`src/rtl/bde_pkg.sv`:
```
// ----------------------------------------------------------------------------
// bde_pkg
// Shared constants and controller-to-datapath types for the Bezier degree
// elevation unit.
// ----------------------------------------------------------------------------
package bde_pkg;

	localparam int MAX_DEGREE  = 15;
	localparam int COEFF_WIDTH = 24;
	localparam int TARGET_W    = 4;
	localparam int INDEX_W     = 4;

	// write data source for the coefficient store
	localparam logic [1:0] WSRC_IN  = 2'd0;
	localparam logic [1:0] WSRC_RD  = 2'd1;
	localparam logic [1:0] WSRC_DIV = 2'd2;

	typedef struct packed {
		logic       we;
		logic [1:0] wsrc;
		logic       re;
		logic       hi_ld_rd;
		logic       hi_ld_lo;
		logic       mul_en;
		logic       add_en;
		logic       div_start;
		logic       out_ld;
		logic       out_last;
		logic       out_ovf;
	} bde_cmd_t;

	typedef struct packed {
		logic div_done;
		logic out_free;
	} bde_stat_t;

endpackage

```
`src/rtl/bde_ifs.sv`:
```
// ----------------------------------------------------------------------------
// bde channel interfaces
// Valid/ready channels for coefficient input, result output and configuration.
// ----------------------------------------------------------------------------
interface bde_in_if #(
	parameter int COEFF_WIDTH = bde_pkg::COEFF_WIDTH
);
	logic                          valid;
	logic                          ready;
	logic signed [COEFF_WIDTH-1:0] coeff_in;
	logic                          last_coeff;

	modport source (output valid, coeff_in, last_coeff, input ready);
	modport sink (input valid, coeff_in, last_coeff, output ready);
endinterface

interface bde_out_if #(
	parameter int COEFF_WIDTH = bde_pkg::COEFF_WIDTH
);
	logic                              valid;
	logic                              ready;
	logic signed [COEFF_WIDTH-1:0]     coeff_out;
	logic [bde_pkg::INDEX_W-1:0]       coeff_index;
	logic                              last_out;
	logic                              overflow;

	modport source (output valid, coeff_out, coeff_index, last_out, overflow, input ready);
	modport sink (input valid, coeff_out, coeff_index, last_out, overflow, output ready);
endinterface

interface bde_cfg_if;
	logic                         valid;
	logic                         ready;
	logic [bde_pkg::TARGET_W-1:0] target_degree;

	modport source (output valid, target_degree, input ready);
	modport sink (input valid, target_degree, output ready);
endinterface

```
`src/rtl/bde_ram.sv`:
```
// ----------------------------------------------------------------------------
// bde_ram
// Generic single-write, single-read RAM with registered read data.
// ----------------------------------------------------------------------------
module bde_ram #(
	parameter int WIDTH = 24,
	parameter int DEPTH = 16
) (
	input  logic                     clk,
	input  logic                     we,
	input  logic [$clog2(DEPTH)-1:0] waddr,
	input  logic [WIDTH-1:0]         wdata,
	input  logic                     re,
	input  logic [$clog2(DEPTH)-1:0] raddr,
	output logic [WIDTH-1:0]         rdata
);
	logic [WIDTH-1:0] mem_q [DEPTH];

	always_ff @(posedge clk) begin
		if (we) begin
			mem_q[waddr] <= wdata;
		end
		if (re) begin
			rdata <= mem_q[raddr];
		end
	end
endmodule

```
`src/rtl/bde_div.sv`:
```
// ----------------------------------------------------------------------------
// bde_div
// Restoring unsigned divider, one quotient bit per cycle.
// ----------------------------------------------------------------------------
module bde_div #(
	parameter int NW = 32,
	parameter int DW = 6
) (
	input  logic          clk,
	input  logic          arst_n,
	input  logic          start,
	input  logic [NW-1:0] dividend,
	input  logic [DW-1:0] divisor,
	output logic          done,
	output logic [NW-1:0] quotient
);
	localparam int CNT_W = $clog2(NW + 1);

	logic             busy_q;
	logic             done_q;
	logic [CNT_W-1:0] cnt_q;
	logic [DW:0]      rem_q;
	logic [NW-1:0]    quo_q;
	logic [DW-1:0]    dvs_q;
	logic [DW:0]      rem_sh;
	logic             fits;

	always_comb begin
		rem_sh = {rem_q[DW-1:0], quo_q[NW-1]};
		fits   = rem_sh >= {1'b0, dvs_q};
	end

	always_ff @(posedge clk or negedge arst_n) begin
		if (!arst_n) begin
			busy_q <= 1'b0;
			done_q <= 1'b0;
			cnt_q  <= '0;
		end else begin
			done_q <= 1'b0;
			if (start) begin
				busy_q <= 1'b1;
				cnt_q  <= '0;
			end else if (busy_q) begin
				cnt_q <= cnt_q + 1'b1;
				if (cnt_q == CNT_W'(NW - 1)) begin
					busy_q <= 1'b0;
					done_q <= 1'b1;
				end
			end
		end
	end

	always_ff @(posedge clk) begin
		if (start) begin
			rem_q <= '0;
			quo_q <= dividend;
			dvs_q <= divisor;
		end else if (busy_q) begin
			rem_q <= fits ? (rem_sh - {1'b0, dvs_q}) : rem_sh;
			quo_q <= {quo_q[NW-2:0], fits};
		end
	end

	assign done     = done_q;
	assign quotient = quo_q;
endmodule

```
`src/rtl/bde_dp.sv`:
```
// ----------------------------------------------------------------------------
// bde_dp
// Datapath: coefficient store, weighted sum, rounding divide, output register.
// ----------------------------------------------------------------------------
module bde_dp #(
	parameter int MAX_DEGREE  = bde_pkg::MAX_DEGREE,
	parameter int COEFF_WIDTH = bde_pkg::COEFF_WIDTH
) (
	input  logic                                clk,
	input  logic                                arst_n,
	input  bde_pkg::bde_cmd_t                   cmd,
	output bde_pkg::bde_stat_t                  stat,
	input  logic [$clog2(MAX_DEGREE+1)-1:0]     waddr,
	input  logic [$clog2(MAX_DEGREE+1)-1:0]     raddr,
	input  logic [$clog2(MAX_DEGREE+1)-1:0]     mul_i,
	input  logic [$clog2(MAX_DEGREE+1)-1:0]     mul_mi,
	input  logic [$clog2(MAX_DEGREE+1)-1:0]     divisor,
	input  logic [bde_pkg::INDEX_W-1:0]         out_idx,
	input  logic signed [COEFF_WIDTH-1:0]       coeff_in,
	input  logic                                out_ready,
	output logic                                out_valid,
	output logic signed [COEFF_WIDTH-1:0]       coeff_out,
	output logic [bde_pkg::INDEX_W-1:0]         coeff_index,
	output logic                                last_out,
	output logic                                overflow
);
	import bde_pkg::*;

	localparam int SLOTS = MAX_DEGREE + 1;
	localparam int AW    = $clog2(SLOTS);
	localparam int PW    = COEFF_WIDTH + AW + 1;
	localparam int NW    = PW + 1;

	logic [COEFF_WIDTH-1:0]        wdata;
	logic [COEFF_WIDTH-1:0]        rdata;
	logic signed [COEFF_WIDTH-1:0] hi_q;
	logic signed [COEFF_WIDTH-1:0] lo_q;
	logic signed [PW-1:0]          p1_q;
	logic signed [PW-1:0]          p2_q;
	logic signed [NW-1:0]          num_q;
	logic                          neg_q;
	logic [NW-1:0]                 mag;
	logic [NW-1:0]                 dvd;
	logic                          div_done;
	logic [NW-1:0]                 quo;
	logic signed [COEFF_WIDTH-1:0] res;
	logic                          out_valid_q;

	always_comb begin
		mag = num_q[NW-1] ? NW'(-num_q) : NW'(num_q);
		dvd = mag + NW'(divisor >> 1);
		res = neg_q ? -$signed(quo[COEFF_WIDTH-1:0]) : $signed(quo[COEFF_WIDTH-1:0]);
		case (cmd.wsrc)
			WSRC_IN:  wdata = coeff_in;
			WSRC_RD:  wdata = rdata;
			WSRC_DIV: wdata = res;
			default:  wdata = rdata;
		endcase
	end

	bde_ram #(
		.WIDTH (COEFF_WIDTH),
		.DEPTH (SLOTS)
	) u_store (
		.clk   (clk),
		.we    (cmd.we),
		.waddr (waddr),
		.wdata (wdata),
		.re    (cmd.re),
		.raddr (raddr),
		.rdata (rdata)
	);

	bde_div #(
		.NW (NW),
		.DW (AW)
	) u_div (
		.clk      (clk),
		.arst_n   (arst_n),
		.start    (cmd.div_start),
		.dividend (dvd),
		.divisor  (divisor),
		.done     (div_done),
		.quotient (quo)
	);

	always_ff @(posedge clk) begin
		if (cmd.hi_ld_rd) begin
			hi_q <= rdata;
		end else if (cmd.hi_ld_lo) begin
			hi_q <= lo_q;
		end
		if (cmd.mul_en) begin
			lo_q <= rdata;
			p1_q <= PW'($signed(rdata) * $signed({1'b0, mul_i}));
			p2_q <= PW'(hi_q * $signed({1'b0, mul_mi}));
		end
		if (cmd.add_en) begin
			num_q <= NW'(p1_q) + NW'(p2_q);
		end
		if (cmd.div_start) begin
			neg_q <= num_q[NW-1];
		end
		if (cmd.out_ld) begin
			coeff_out   <= rdata;
			coeff_index <= out_idx;
			last_out    <= cmd.out_last;
			overflow    <= cmd.out_ovf;
		end
	end

	always_ff @(posedge clk or negedge arst_n) begin
		if (!arst_n) begin
			out_valid_q <= 1'b0;
		end else if (cmd.out_ld) begin
			out_valid_q <= 1'b1;
		end else if (out_ready) begin
			out_valid_q <= 1'b0;
		end
	end

	assign out_valid     = out_valid_q;
	assign stat.div_done = div_done;
	assign stat.out_free = !out_valid_q || out_ready;
endmodule

```
`src/rtl/bde_ctrl.sv`:
```
// ----------------------------------------------------------------------------
// bde_ctrl
// Controller: load counting, elevation sequencing and result emission.
// ----------------------------------------------------------------------------
module bde_ctrl #(
	parameter int MAX_DEGREE = bde_pkg::MAX_DEGREE
) (
	input  logic                            clk,
	input  logic                            arst_n,
	input  logic                            in_valid,
	input  logic                            in_last,
	output logic                            in_ready,
	input  logic                            cfg_valid,
	input  logic [bde_pkg::TARGET_W-1:0]    cfg_data,
	output logic                            cfg_ready,
	output bde_pkg::bde_cmd_t               cmd,
	input  bde_pkg::bde_stat_t              stat,
	output logic [$clog2(MAX_DEGREE+1)-1:0] waddr,
	output logic [$clog2(MAX_DEGREE+1)-1:0] raddr,
	output logic [$clog2(MAX_DEGREE+1)-1:0] mul_i,
	output logic [$clog2(MAX_DEGREE+1)-1:0] mul_mi,
	output logic [$clog2(MAX_DEGREE+1)-1:0] divisor,
	output logic [bde_pkg::INDEX_W-1:0]     out_idx
);
	import bde_pkg::*;

	localparam int SLOTS = MAX_DEGREE + 1;
	localparam int AW    = $clog2(SLOTS);
	localparam int CW    = $clog2(SLOTS + 1);

	localparam logic [3:0] S_LOAD = 4'd0;
	localparam logic [3:0] S_CPRD = 4'd1;
	localparam logic [3:0] S_CPWR = 4'd2;
	localparam logic [3:0] S_RD   = 4'd3;
	localparam logic [3:0] S_MUL  = 4'd4;
	localparam logic [3:0] S_ADD  = 4'd5;
	localparam logic [3:0] S_DIVS = 4'd6;
	localparam logic [3:0] S_DIVW = 4'd7;
	localparam logic [3:0] S_EMRD = 4'd8;
	localparam logic [3:0] S_EMLD = 4'd9;

	logic [3:0]          state_q;
	logic [CW-1:0]       cnt_q;
	logic                drop_q;
	logic [TARGET_W-1:0] target_q;
	logic [AW-1:0]       tgt_q;
	logic [AW-1:0]       m_q;
	logic [AW-1:0]       i_q;
	logic [AW-1:0]       k_q;
	logic [CW-1:0]       total_q;
	logic [AW-1:0]       tgt_lim;
	logic                has_room;
	logic [CW-1:0]       cnt_new;
	logic                emit_last;

	always_comb begin
		tgt_lim   = (int'(target_q) > MAX_DEGREE) ? AW'(MAX_DEGREE) : AW'(target_q);
		has_room  = cnt_q < CW'(SLOTS);
		cnt_new   = has_room ? cnt_q + 1'b1 : cnt_q;
		emit_last = (CW'(k_q) + 1'b1) == total_q;
	end

	always_comb begin
		cmd      = '0;
		cmd.wsrc = WSRC_IN;
		waddr    = cnt_q[AW-1:0];
		raddr    = k_q;
		mul_i    = i_q;
		mul_mi   = m_q - i_q;
		divisor  = m_q;
		out_idx  = INDEX_W'(k_q);
		in_ready = 1'b0;
		cmd.out_last = emit_last;
		cmd.out_ovf  = drop_q;
		case (state_q)
			S_LOAD: begin
				in_ready = 1'b1;
				cmd.we   = in_valid && has_room;
			end
			S_CPRD: begin
				cmd.re = 1'b1;
				raddr  = m_q - 1'b1;
			end
			S_CPWR: begin
				cmd.we       = 1'b1;
				cmd.wsrc     = WSRC_RD;
				waddr        = m_q;
				cmd.hi_ld_rd = 1'b1;
			end
			S_RD: begin
				cmd.re = 1'b1;
				raddr  = i_q - 1'b1;
			end
			S_MUL:  cmd.mul_en    = 1'b1;
			S_ADD:  cmd.add_en    = 1'b1;
			S_DIVS: cmd.div_start = 1'b1;
			S_DIVW: begin
				cmd.we       = stat.div_done;
				cmd.wsrc     = WSRC_DIV;
				waddr        = i_q;
				cmd.hi_ld_lo = stat.div_done;
			end
			S_EMRD: cmd.re     = stat.out_free;
			S_EMLD: cmd.out_ld = 1'b1;
			default: ;
		endcase
	end

	assign cfg_ready = 1'b1;

	always_ff @(posedge clk or negedge arst_n) begin
		if (!arst_n) begin
			state_q  <= S_LOAD;
			cnt_q    <= '0;
			drop_q   <= 1'b0;
			target_q <= '0;
			tgt_q    <= '0;
			m_q      <= '0;
			i_q      <= '0;
			k_q      <= '0;
			total_q  <= '0;
		end else begin
			if (cfg_valid) begin
				target_q <= cfg_data;
			end
			case (state_q)
				S_LOAD: begin
					if (in_valid) begin
						cnt_q <= cnt_new;
						if (!has_room) begin
							drop_q <= 1'b1;
						end
						if (in_last) begin
							tgt_q   <= tgt_lim;
							total_q <= (cnt_new > CW'(tgt_lim)) ? cnt_new : CW'(tgt_lim) + 1'b1;
							k_q     <= '0;
							// source degree is below target: start elevating at m = count
							if (cnt_new <= CW'(tgt_lim)) begin
								m_q     <= cnt_new[AW-1:0];
								state_q <= S_CPRD;
							end else begin
								state_q <= S_EMRD;
							end
						end
					end
				end
				S_CPRD: state_q <= S_CPWR;
				S_CPWR: begin
					if (m_q == AW'(1)) begin
						if (m_q == tgt_q) begin
							state_q <= S_EMRD;
						end else begin
							m_q     <= m_q + 1'b1;
							state_q <= S_CPRD;
						end
					end else begin
						i_q     <= m_q - 1'b1;
						state_q <= S_RD;
					end
				end
				S_RD:   state_q <= S_MUL;
				S_MUL:  state_q <= S_ADD;
				S_ADD:  state_q <= S_DIVS;
				S_DIVS: state_q <= S_DIVW;
				S_DIVW: begin
					if (stat.div_done) begin
						if (i_q == AW'(1)) begin
							if (m_q == tgt_q) begin
								state_q <= S_EMRD;
							end else begin
								m_q     <= m_q + 1'b1;
								state_q <= S_CPRD;
							end
						end else begin
							i_q     <= i_q - 1'b1;
							state_q <= S_RD;
						end
					end
				end
				S_EMRD: begin
					if (stat.out_free) begin
						state_q <= S_EMLD;
					end
				end
				S_EMLD: begin
					k_q <= k_q + 1'b1;
					if (emit_last) begin
						cnt_q   <= '0;
						drop_q  <= 1'b0;
						state_q <= S_LOAD;
					end else begin
						state_q <= S_EMRD;
					end
				end
				default: state_q <= S_LOAD;
			endcase
		end
	end
endmodule

```
`src/rtl/bezier_degree_elevation_unit.sv`:
```
// ----------------------------------------------------------------------------
// bezier_degree_elevation_unit
// Loads a set of Bezier coefficients, raises its degree to the configured target
// if below it, and streams the coefficients out in index order.
// ----------------------------------------------------------------------------
//  channel  | dir | payload                                      | beat
//  in_ch    | in  | coeff_in, last_coeff                         | one coefficient
//  out_ch   | out | coeff_out, coeff_index, last_out, overflow   | one coefficient
//  cfg_ch   | in  | target_degree                                | one write
//
// a load beat takes one cycle; the set is closed by last_coeff
// each elevated coefficient takes a store read, multiply, add and one divider
// pass (S_RD, S_MUL, S_ADD, S_DIVS, S_DIVW); about M*M/2 such steps per set
// emission reads each beat from the store through the single read port
// in_ch is held off from the closing beat until the last result is loaded
// reset clears control state only; the store needs no clearing
// ----------------------------------------------------------------------------
module bezier_degree_elevation_unit #(
	parameter int MAX_DEGREE  = bde_pkg::MAX_DEGREE,
	parameter int COEFF_WIDTH = bde_pkg::COEFF_WIDTH
) (
	input logic       clk,
	input logic       arst_n,
	bde_in_if.sink    in_ch,
	bde_out_if.source out_ch,
	bde_cfg_if.sink   cfg_ch
);
	import bde_pkg::*;

	localparam int AW = $clog2(MAX_DEGREE + 1);

	bde_cmd_t         cmd;
	bde_stat_t        stat;
	logic [AW-1:0]    waddr;
	logic [AW-1:0]    raddr;
	logic [AW-1:0]    mul_i;
	logic [AW-1:0]    mul_mi;
	logic [AW-1:0]    divisor;
	logic [INDEX_W-1:0] out_idx;

	bde_ctrl #(
		.MAX_DEGREE (MAX_DEGREE)
	) u_ctrl (
		.clk       (clk),
		.arst_n    (arst_n),
		.in_valid  (in_ch.valid),
		.in_last   (in_ch.last_coeff),
		.in_ready  (in_ch.ready),
		.cfg_valid (cfg_ch.valid),
		.cfg_data  (cfg_ch.target_degree),
		.cfg_ready (cfg_ch.ready),
		.cmd       (cmd),
		.stat      (stat),
		.waddr     (waddr),
		.raddr     (raddr),
		.mul_i     (mul_i),
		.mul_mi    (mul_mi),
		.divisor   (divisor),
		.out_idx   (out_idx)
	);

	bde_dp #(
		.MAX_DEGREE  (MAX_DEGREE),
		.COEFF_WIDTH (COEFF_WIDTH)
	) u_dp (
		.clk         (clk),
		.arst_n      (arst_n),
		.cmd         (cmd),
		.stat        (stat),
		.waddr       (waddr),
		.raddr       (raddr),
		.mul_i       (mul_i),
		.mul_mi      (mul_mi),
		.divisor     (divisor),
		.out_idx     (out_idx),
		.coeff_in    (in_ch.coeff_in),
		.out_ready   (out_ch.ready),
		.out_valid   (out_ch.valid),
		.coeff_out   (out_ch.coeff_out),
		.coeff_index (out_ch.coeff_index),
		.last_out    (out_ch.last_out),
		.overflow    (out_ch.overflow)
	);
endmodule

```
`src/flat_wrapper.sv`:
```
// flat-port wrapper written by rule: the top's interface ports become plain ports
module bezier_degree_elevation_unit_flat import bde_pkg::*;
#(
	parameter int MAX_DEGREE  = bde_pkg::MAX_DEGREE,
	parameter int COEFF_WIDTH = bde_pkg::COEFF_WIDTH
)
  (clk, arst_n, in_ch_valid, in_ch_coeff_in, in_ch_last_coeff, in_ch_ready, out_ch_valid, out_ch_coeff_out, out_ch_coeff_index, out_ch_last_out, out_ch_overflow, out_ch_ready, cfg_ch_valid, cfg_ch_target_degree, cfg_ch_ready);
  bde_in_if #(.COEFF_WIDTH(COEFF_WIDTH)) in_ch_i ();
  bde_out_if #(.COEFF_WIDTH(COEFF_WIDTH)) out_ch_i ();
  bde_cfg_if cfg_ch_i ();
  input logic clk;
  input logic arst_n;
  input wire logic [$bits(in_ch_i.valid)-1:0] in_ch_valid;
  input wire logic [$bits(in_ch_i.coeff_in)-1:0] in_ch_coeff_in;
  input wire logic [$bits(in_ch_i.last_coeff)-1:0] in_ch_last_coeff;
  output wire logic [$bits(in_ch_i.ready)-1:0] in_ch_ready;
  output wire logic [$bits(out_ch_i.valid)-1:0] out_ch_valid;
  output wire logic [$bits(out_ch_i.coeff_out)-1:0] out_ch_coeff_out;
  output wire logic [$bits(out_ch_i.coeff_index)-1:0] out_ch_coeff_index;
  output wire logic [$bits(out_ch_i.last_out)-1:0] out_ch_last_out;
  output wire logic [$bits(out_ch_i.overflow)-1:0] out_ch_overflow;
  input wire logic [$bits(out_ch_i.ready)-1:0] out_ch_ready;
  input wire logic [$bits(cfg_ch_i.valid)-1:0] cfg_ch_valid;
  input wire logic [$bits(cfg_ch_i.target_degree)-1:0] cfg_ch_target_degree;
  output wire logic [$bits(cfg_ch_i.ready)-1:0] cfg_ch_ready;
  assign in_ch_i.valid = in_ch_valid;
  assign in_ch_i.coeff_in = in_ch_coeff_in;
  assign in_ch_i.last_coeff = in_ch_last_coeff;
  assign in_ch_ready = in_ch_i.ready;
  assign out_ch_valid = out_ch_i.valid;
  assign out_ch_coeff_out = out_ch_i.coeff_out;
  assign out_ch_coeff_index = out_ch_i.coeff_index;
  assign out_ch_last_out = out_ch_i.last_out;
  assign out_ch_overflow = out_ch_i.overflow;
  assign out_ch_i.ready = out_ch_ready;
  assign cfg_ch_i.valid = cfg_ch_valid;
  assign cfg_ch_i.target_degree = cfg_ch_target_degree;
  assign cfg_ch_ready = cfg_ch_i.ready;
  bezier_degree_elevation_unit #(.MAX_DEGREE(MAX_DEGREE), .COEFF_WIDTH(COEFF_WIDTH)) u_core (.clk(clk), .arst_n(arst_n), .in_ch(in_ch_i), .out_ch(out_ch_i), .cfg_ch(cfg_ch_i));
endmodule
```
`config.mk`:
```
export PLATFORM = sky130hd
export DESIGN_NAME = bezier_degree_elevation_unit_flat
export DESIGN_NICKNAME = d
export VERILOG_FILES = /design/src/rtl/bde_pkg.sv /design/src/rtl/bde_ifs.sv /design/src/rtl/bde_ram.sv /design/src/rtl/bde_div.sv /design/src/rtl/bde_dp.sv /design/src/rtl/bde_ctrl.sv /design/src/rtl/bezier_degree_elevation_unit.sv /design/src/flat_wrapper.sv
export SDC_FILE = /design/constraint.sdc
export NUM_CORES = 1
export LEC_CHECK = 0
export BUFFER_PORTS_ARGS = -buffer_cell sky130_fd_sc_hd__buf_2
export CORE_ASPECT_RATIO = 1.2
export CORE_MARGIN = 2
export CORE_UTILIZATION = 33
export DETAILED_ROUTE_END_ITERATION = 7
export PLACE_DENSITY_LB_ADDON = 0.2
export SLEW_MARGIN = 20
export SYNTH_ARGS = -nofsm -noshare
export SYNTH_HDL_FRONTEND = slang
export SYNTH_SLANG_ARGS = --single-unit
```
`constraint.sdc`:
```
create_clock -name clk -period 9 [get_ports clk]
set_input_delay 1.35 -clock clk [delete_from_list [all_inputs] [get_ports clk]]
set_output_delay 1.35 -clock clk [all_outputs]
set_load 0.05 [all_outputs]
```
Word-level counts from Yosys, hierarchy flattened
Memory sizes are Yosys's and may differ from the RTL's. A register that Yosys moved wholly into a read port is not among the register bits.
Cells that the tools add are included.
W data, S select, Z words.
{ "word_totals": {"out_inout_bits": 33, "mem_bits_rw": 384, "n_memories": 1, "inputBits": 34, "elab_cells": 158, "register_bits": 248} }
{ "classes": {"eq_ne": 26, "n_mul": 2, "reduce_logical": 19, "muxes": 66, "n_lt_le_gt_ge": 4, "addsub": 14} }
{ "memory_table": {"columns": ["name", "depth", "width", "rd", "rd_clocked_by_memory_dff", "wr", "line_no", "text"], "rows": [
  ["u_core.u_dp.u_store.mem_q", 16, 24, 1, 1, 1, "bde_ram.sv:17", "logic [WIDTH-1:0] mem_q [DEPTH];"]
]} }
{ "ops": {"columns": ["op", "n"], "rows": [
  ["$mux W30", 3],
  ["$mux W4", 22],
  ["$mux W24", 3],
  ["$mul A24 B5 Y29", 2],
  ["$pmux W24 S2", 1],
  ["$pmux W4 S10", 1],
  ["$pmux W4 S2", 4],
  ["$add A29 B29 Y30", 1],
  ["$add A30 B3 Y30", 1],
  ["$mux W5", 6],
  ["$neg A30 Y30", 1],
  ["$neg A24 Y24", 1],
  ["$mux W1", 20],
  ["$ne A2 B2 Y1 const B", 10],
  ["$eq A4 B3 Y1 const B", 4],
  ["$eq A4 B1 Y1 const B", 3],
  ["$pmux W4 S3", 1],
  ["$reduce_and A4 Y1", 3],
  ["$add A4 B1 Y5 const B", 2],
  ["$add A5 B1 Y5 const B", 2],
  ["$pmux W5 S2", 1],
  ["$reduce_bool A2 Y1", 5],
  ["$reduce_and A3 Y1", 3],
  ["$add A4 B1 Y4 const B", 2],
  ["other kinds (24)", 29]
]} }

Logic depth before layout (Yosys ltp)
Gate-level depths: netlist (run 1).
{ "logic_depth": {"depth_word": 7, "mapped_depth": 24, "mapped_depth_nobuf": 22} }

Cells and area by module
From an unflattened synthesis (run 1), not the netlist that was laid out.
{ "unflattened": {"hier_cells": 2756, "hier_area_um2": 36249.8} }
{ "modules_own_cells": {"columns": ["module", "seq_area_each_um2", "instances", "cells_each", "area_each_um2"], "rows": [
  ["bde_dp", 5039.8, 1, 1672, 16266.9],
  ["bde_ram", 12251.8, 1, 636, 15170.8],
  ["bde_ctrl", 875.8, 1, 311, 2763.9],
  ["bde_div", 1276.2, 1, 137, 2048.2]
]} }

Worst setup path before layout (run 1)
No wires, ideal clock.
{ "synth_timing": {"path_kind": "register to register", "startpoint": "register u_core.u_ctrl.state_q[1]", "endpoint": "register u_core.u_dp.lo_q[0] (enable)", "required_time_ps": 8377, "arrival_time_ps": 6349, "path_stages_with_launch": 4, "slack_ps": 2028, "path_buffers": 2, "synth_period_minus_slack_ps": 6972, "setup_ps": 623, "path_cell_list": "dfrtp_1 > clkbuf_1 > buf_1 > nor3_1"} }
{ "synth_via": {"elab_chain_len": 2} }
{ "synth_rtl": {"columns": ["element", "line_no", "text"], "rows": [
  ["start, declared", "bde_ctrl.sv:42", "logic [3:0] state_q;"],
  ["start signal, assigned", "bde_ctrl.sv:113", "state_q <= S_LOAD;"],
  ["start signal, assigned", "bde_ctrl.sv:140", "state_q <= S_CPRD;"],
  ["start signal, assigned", "bde_ctrl.sv:142", "state_q <= S_EMRD;"],
  ["$eq A4 B3 Y1", "bde_ctrl.sv:75", "case (state_q)"],
  ["$mux W1", "bde_ctrl.sv:75", null],
  ["end signal, assigned", "bde_dp.sv:94", "lo_q <= rdata;"],
  ["end, declared", "bde_dp.sv:37", "logic signed [COEFF_WIDTH-1:0] lo_q;"]
]} }
Every way passes these cells.
A chain may end at the register's enable or synchronous reset.

Final worst setup path (run 1)
{ "layout_timing": {"startpoint": "register u_core.u_ctrl.i_q[1] (netlist: u_core.u_ctrl.mul_i[1])", "endpoint": "register u_core.u_dp.p2_q[28], data pin"} }
{ "layout_via": {"elab_chain_len": 2} }
{ "layout_rtl": {"columns": ["element", "line_no", "text"], "rows": [
  ["start, declared", "bde_ctrl.sv:48", "logic [AW-1:0] i_q;"],
  ["start signal, assigned", "bde_ctrl.sv:157", "i_q <= m_q - 1'b1;"],
  ["start signal, assigned", "bde_ctrl.sv:175", "i_q <= i_q - 1'b1;"],
  ["$sub A4 B4 Y4", "bde_ctrl.sv:69", "mul_mi = m_q - i_q;"],
  ["$mul A24 B5 Y29", "bde_dp.sv:96", "p2_q <= PW'(hi_q * $signed({1'b0, mul_mi}));"],
  ["end signal, assigned", "bde_dp.sv:96", null],
  ["end, declared", "bde_dp.sv:39", "logic signed [PW-1:0] p2_q;"]
]} }
Every way passes these cells.

==> results.toml, run 1 <==
[route]
routedLengthMet1_um = 40100
vias = 22700
finalWirelength_um = 88000
avgRoutedWirePerCell_um = 19.1
drcViolationCount = 0
dr.pass1.iters = 5
drtIter0Drc = 1049
avgViaCountPerCell = 4.92
top_layer = "met4"
met3WireLength_um = 2700
routed-wl-met2_um = 43300
ant_nets = 0

[clock_network]
ctsResizeCount = 0
clk_path_buf_depth = 3
cts_root_buffer = "clkbuf_16"
path_clk_slew_ns = 0.06
clock_latency_ns = 0.62
cts_setup_buffers = 0
cts_tree = "built"
htree_num_levels = 3
cts_buffers = 72
cts.sinks = 656
hold_buffers = 0

[timing]
setup_viol = 0
slew_headroom = 0.273
tightest_slew_ns = 1.09
rsz0062_at_grt = "false"
finalCriticalPeriod_ns = 7.09
slew_viol_final = 0
hold_viol = 0
fmax_mhz = 141
finalCritPeriodShare = 0.788
final.setup_skew_ns = 0.0279
fin_tns_setup_ns = 0

[logic_synthesis]
syn_area_sq_um = 36400
yosysSeqAreaShare = 0.534
avgSynthCellArea_sq_um = 11.8
yosysWarnings = 0
syn-num-nets = 3375
synth_edf_count = 609
syn-instance-count = 3072
ys_types = 89
synth-seq-cells = 656
ys_async_sr_fraction = 0.0655
ys.flop_type = "edfxtp_1"

[critical_path]
required_ns = 9.49
cp_slowest_cell = "dfrtp_1"
worstSetupPathType = "reg2reg"
path_cells = "inv_1 > ha_1 > a21o_1 > a21oi_1 > xnor2_2 > buf_4 > nor2b_1 > ha_1 > inv_1 > fa_1 > fa_1 > inv_1 > ha_1 > nor2b_1 > o21a_1 > a311o_1 > a221oi_1 > o2bb2ai_1 > a31oi_1 > a211oi_1 > mux2_2 > nand3_1"
worst-path-max-fanout = 27
setup.worst_path.end_class = "register"
worstSetupStartpointType = "register"
arrival_ns = 7.58
cp_num_buf_inv = 4
slowest_delay_ns = 0.91
worst_path_dominant_cell_family = "compound AO/OA/AOI/OAI gates"

[die]
initial_core_util = 0.332
rows = 133
num_io_pins = 67
die_w_um = 307
fp.dieH_um = 368
coreArea_sq_um = 109000
dieArea_sq_um = 113000

[global_route]
grt-ovfl-total = 0
grt_use_total = 0.157
grt_pass1_vias = 23100
grt_pass1_wl_um = 137000
antenna_found_initial = 3
grt_max_degree = 123

[outcome]
status = "complete, no violations"

[finish]
fill_cells = 10600
drive_gt1_frac = 0.0975
mostFrequentLayoutCells = "edfxtp_1, nand2_1, inv_1, and2_1, ha_1"
final_common_cell = "edfxtp_1"
syn2layout_area_growth_pct = 12.5
num-nets-final = 3441

[placement]
io_buffer_count = 65
hpwl_um = 58900
place_congestion = 0.799

[min_path]
min_path_type = "reg2reg"

[flow_run]
cap_violations = 0
==> metrics by stage <==
stage,hold slack [ns],cells,util,setup WS (ns),cell area [sq um]
4_1_cts,0.466,4606,0.373,1.83,40900
3_5_place_dp,0.452,4480,0.352,1.84,38600
3_3_place_gp,0.446,4480,0.352,1.97,38600
2_1_floorplan,0.426,3072,-,2.03,36400
6_report,0.468,4608,0.374,1.91,40900
5_1_grt,0.475,4607,0.374,1.46,40900
==> cell families (layout without fill, tap and decap cells) <==
family          after synthesis  after routing  share of synthesized area
compound gates              577            577                      0.103
flops                       656            656                      0.534
buf+inv                     379            497                     0.0400
xor+xnor                    172            172                     0.0416
fa+ha+maj                   269            269                      0.114
simple gates                883            883                      0.121
mux                         135            135                     0.0456
other cells                   1              2                   0.000103
==> cell usage after synthesis (92+ instances only) <==
cell | number | area (sq um)
fa_1 | 102 | 2040
o21ai_0 | 136 | 681
nor2_1 | 134 | 503
nand2_1 | 331 | 1240
ha_1 | 167 | 2090
and2_1 | 167 | 1040
a21oi_1 | 135 | 676
edfxtp_1 | 609 | 18300
mux2i_1 | 105 | 1050
inv_1 | 253 | 950
xnor2_1 | 92 | 806
clkbuf_1 | 96 | 360
==> flip-flops by register name, summed over array words and instances (netlist names), 5 cells and up <==
register / count
u_core.u_dp.u_store.rdata: 24
u_core.u_dp.u_div.cnt_q: 5
u_core.u_dp.num_q: 30
u_core.u_dp.hi_q: 24
u_core.u_ctrl.cnt_q: 5
u_core.u_dp.coeff_out: 24
u_core.u_dp.p2_q: 29
u_core.u_dp.u_store.mem_q: 384
u_core.u_dp.u_div.quotient: 30
u_core.u_dp.p1_q: 29
u_core.u_dp.lo_q: 24
u_core.u_ctrl.total_q: 5
==> worst paths after layout <==
check                                       start                        end  slack (ns)  cells after the start
max                        u_core.u_ctrl.mul_i[1]       u_core.u_dp.p2_q[28]        1.91                     22
min                          u_core.u_ctrl.drop_q       u_core.u_dp.overflow        0.47                      0
max reg2reg                u_core.u_ctrl.mul_i[1]       u_core.u_dp.p2_q[28]        1.91                     22
min in group asynchronous                  arst_n  u_core.u_ctrl.target_q[1]        0.74                      1
max in group asynchronous                  arst_n   u_core.u_ctrl.out_idx[1]        7.87                      1
min reg2reg                  u_core.u_ctrl.drop_q       u_core.u_dp.overflow        0.47                      0
==> area by class of cell <==
| cell class | instances | area (sq um) | share of cell area |
|---|---|---|---|
| well taps | 1417 | 1770 | 0.0433 |
| diodes | 1 | 2.50 | 0.0000611 |
| flip-flops and latches | 656 | 19400 | 0.475 |
| clock buffers | 85 | 1890 | 0.0463 |
| repair buffers | 118 | 758 | 0.0185 |
| inverters | 253 | 950 | 0.0232 |
| multi-input cells | 2037 | 15700 | 0.384 |
| clock inverters | 41 | 403 | 0.00984 |
==> metal layers <==
layer | track usage | vias up
li1 | - | 11100
met1 | 0.207 | 11200
met2 | 0.274 | 293
met3 | 0.0174 | 114
met4 | 0.0431 | 0
met5 | 0 | -
Power of run 1 is not shown: default switching activity piles up to over one toggle a cycle in this logic, so the estimate is an artifact.
==> run 2, diff against run 1 <==
==> constraint.sdc (replaced) <==
create_clock -name clk -period 6 [get_ports clk]
set_input_delay 0.9 -clock clk [delete_from_list [all_inputs] [get_ports clk]]
set_output_delay 0.9 -clock clk [all_outputs]
set_load 0.05 [all_outputs]
==> run 2 against run 1 <==
Clock skew about the same. Sequential share of layout area down 0.53 points. Global-route usage shrank 0.087 points. Cell area rose by 1.1%. Cell count rose by 0.93%. Clock-buffer cell count increased by 3. Via count grew 1.1%. Routed wire length is 0.10% lower. Worst hold slack worse by 0.20 ns. Non-clock buffer count increased by 32. Largest cell class unchanged.
==> results.toml, run 2 (synthesized netlist as in run 1, its figures left out) <==
[outcome]
status = "complete, no violations"

[finish]
stdcell_count = 4651
final_common_cell = "edfxtp_1"
fill_cells = 10600
largest-register = "u_core.u_dp.u_store.mem_q"
largest_register_ffs = 384
mostFrequentLayoutCells = "edfxtp_1, nand2_1, inv_1, and2_1, ha_1"
syn2layout_area_growth_pct = 13.8
drive_gt1_frac = 0.109
num-nets-final = 3475

[route]
drcViolationCount = 0
drtIter0Drc = 1253
dr.pass1.iters = 5
ant_nets = 0
avgViaCountPerCell = 4.93
avgRoutedWirePerCell_um = 18.9
finalWirelength_um = 87900
vias = 22900

[die]
num_io_pins = 67
die_w_um = 307
dieArea_sq_um = 113000
fp.dieH_um = 368
coreArea_sq_um = 109000
initial_core_util = 0.332
rows = 133

[min_path]
min_path_type = "in2async"

[placement]
dp_cells = 4512
io_buffer_count = 65
place_congestion = 0.819
pre_cts_ws_ns = 0.128
hpwl_um = 60400

[critical_path]
r2r_end = "u_core.u_dp.p2_q[28]"
worst-path-max-fanout = 19
r2r_slack_ns = 0.32
rr_worst_depth = 22
crit_end = "u_core.u_dp.p2_q[28]"
crit_start = "u_core.u_ctrl.divisor[0]"
worstSetupStartpointType = "register"
rr_startpoint = "u_core.u_ctrl.divisor[0]"
worstSetupPathType = "reg2reg"
setup.worst_path.end_class = "register"
arrival_ns = 6.16
required_ns = 6.48

[clock_network]
cts_root_buffer = "clkbuf_16"
cts.sinks = 656
cts_tree = "built"
path_clk_slew_ns = 0.06
clk_path_buf_depth = 3
htree_num_levels = 3
cts_buffers = 74
clock_latency_ns = 0.64

[timing]
fin_ws_ns = 0.319
tightest_slew_ns = 1.07
final.setup_skew_ns = 0.0282
slew_viol_final = 0
setup_viol = 0
finalCritPeriodShare = 0.947
finalCriticalPeriod_ns = 5.68
fmax_mhz = 176
hold_viol = 0
slew_headroom = 0.285

[global_route]
grt_use_total = 0.156
grt_max_degree = 103
grt_pass1_wl_um = 135000
grt-ovfl-total = 0
antenna_found_initial = 2
grt_pass1_vias = 23100

[flow_run]
cap_violations = 0
-- run 2: cell count changes in the layout (fill, tap and decap cells not counted), sizes merged --
| cell | delta |
|---|---|
| buf | +32 |
| clkinv | +4 |
| clkbuf | +3 |
| bufinv | +4 |
-- run 2: how the worst min path moves through the flow --
stage,startpoint,endpoint,slack [ns],cells past startpoint
3_5_place_dp,u_core.u_ctrl.drop_q,u_core.u_dp.overflow,0.47,0
4_1_cts,cfg_ch_target_degree[3],u_core.u_ctrl.target_q[3],0.43,3
6_report,arst_n,u_core.u_ctrl.tgt_q[1],0.27,1
5_1_grt,arst_n,u_core.u_ctrl.tgt_q[1],0.31,1
2_1_floorplan,u_core.u_ctrl.drop_q,u_core.u_dp.overflow,0.43,0
3_3_place_gp,u_core.u_dp.u_div.rem_q[3],u_core.u_dp.u_div.rem_q[3],0.46,2
-- run 2: worst max-delay path, cell delays in order (launching register included) --
cell	delay (ns)
dfrtp_1	0.37
inv_1	0.08
ha_1	0.14
inv_1	0.06
fa_1	0.41
xor2_2	0.29
buf_6	0.21
and2_1	0.14
ha_1	0.24
fa_1	0.54
inv_1	0.05
fa_1	0.53
inv_1	0.04
ha_1	0.33
nor2b_1	0.15
a311o_1	0.38
a221oi_2	0.32
o2bb2ai_1	0.23
a31oi_2	0.22
a211oi_1	0.26
buf_4	0.16
mux2_2	0.32
nand3_1	0.06
-- run 2: routing by layer --
layer / wire (um) / part of all wire / vias to the layer above / GRT usage
met5: 0 / 0 / - / 0
met4: 1690 / 0.019 / 0 / 0.0430
met3: 3140 / 0.036 / 104 / 0.0195
met2: 43900 / 0.50 / 330 / 0.274
met1: 39200 / 0.45 / 11300 / 0.203
li1: - / - / 11200 / -
-- run 2: final cells by class --
class	instances	area (sq um)	share of cell area
well taps	1417	1770	0.0428
diodes	1	2.50	0.0000605
repair buffers	150	1010	0.0244
clock inverters	49	572	0.0138
inverters	253	950	0.0229
flip-flops and latches	656	19400	0.470
multi-input cells	2037	15700	0.380
clock buffers	88	1930	0.0465
-- run 2: timing repair --
item / in CTS / in global routing
buffers inserted: 0 / 1
resized for setup: 0 / 5
hold buffers: 0 / 0
endpoints found under the setup margin: 0 / 5
-- run 2: stage by stage --
step	cell area (sq um)	setup TNS, ns	utilization	hold slack, ns
after global routing	41400	-0.0257	0.378	0.305
after global placement	38800	0	0.355	0.464
final	41400	0	0.378	0.269
after detailed placement	38800	0	0.355	0.470
after CTS	41300	0	0.378	0.425
after floorplan	36400	0	-	0.426
Power of run 2 is left out for the same reason.
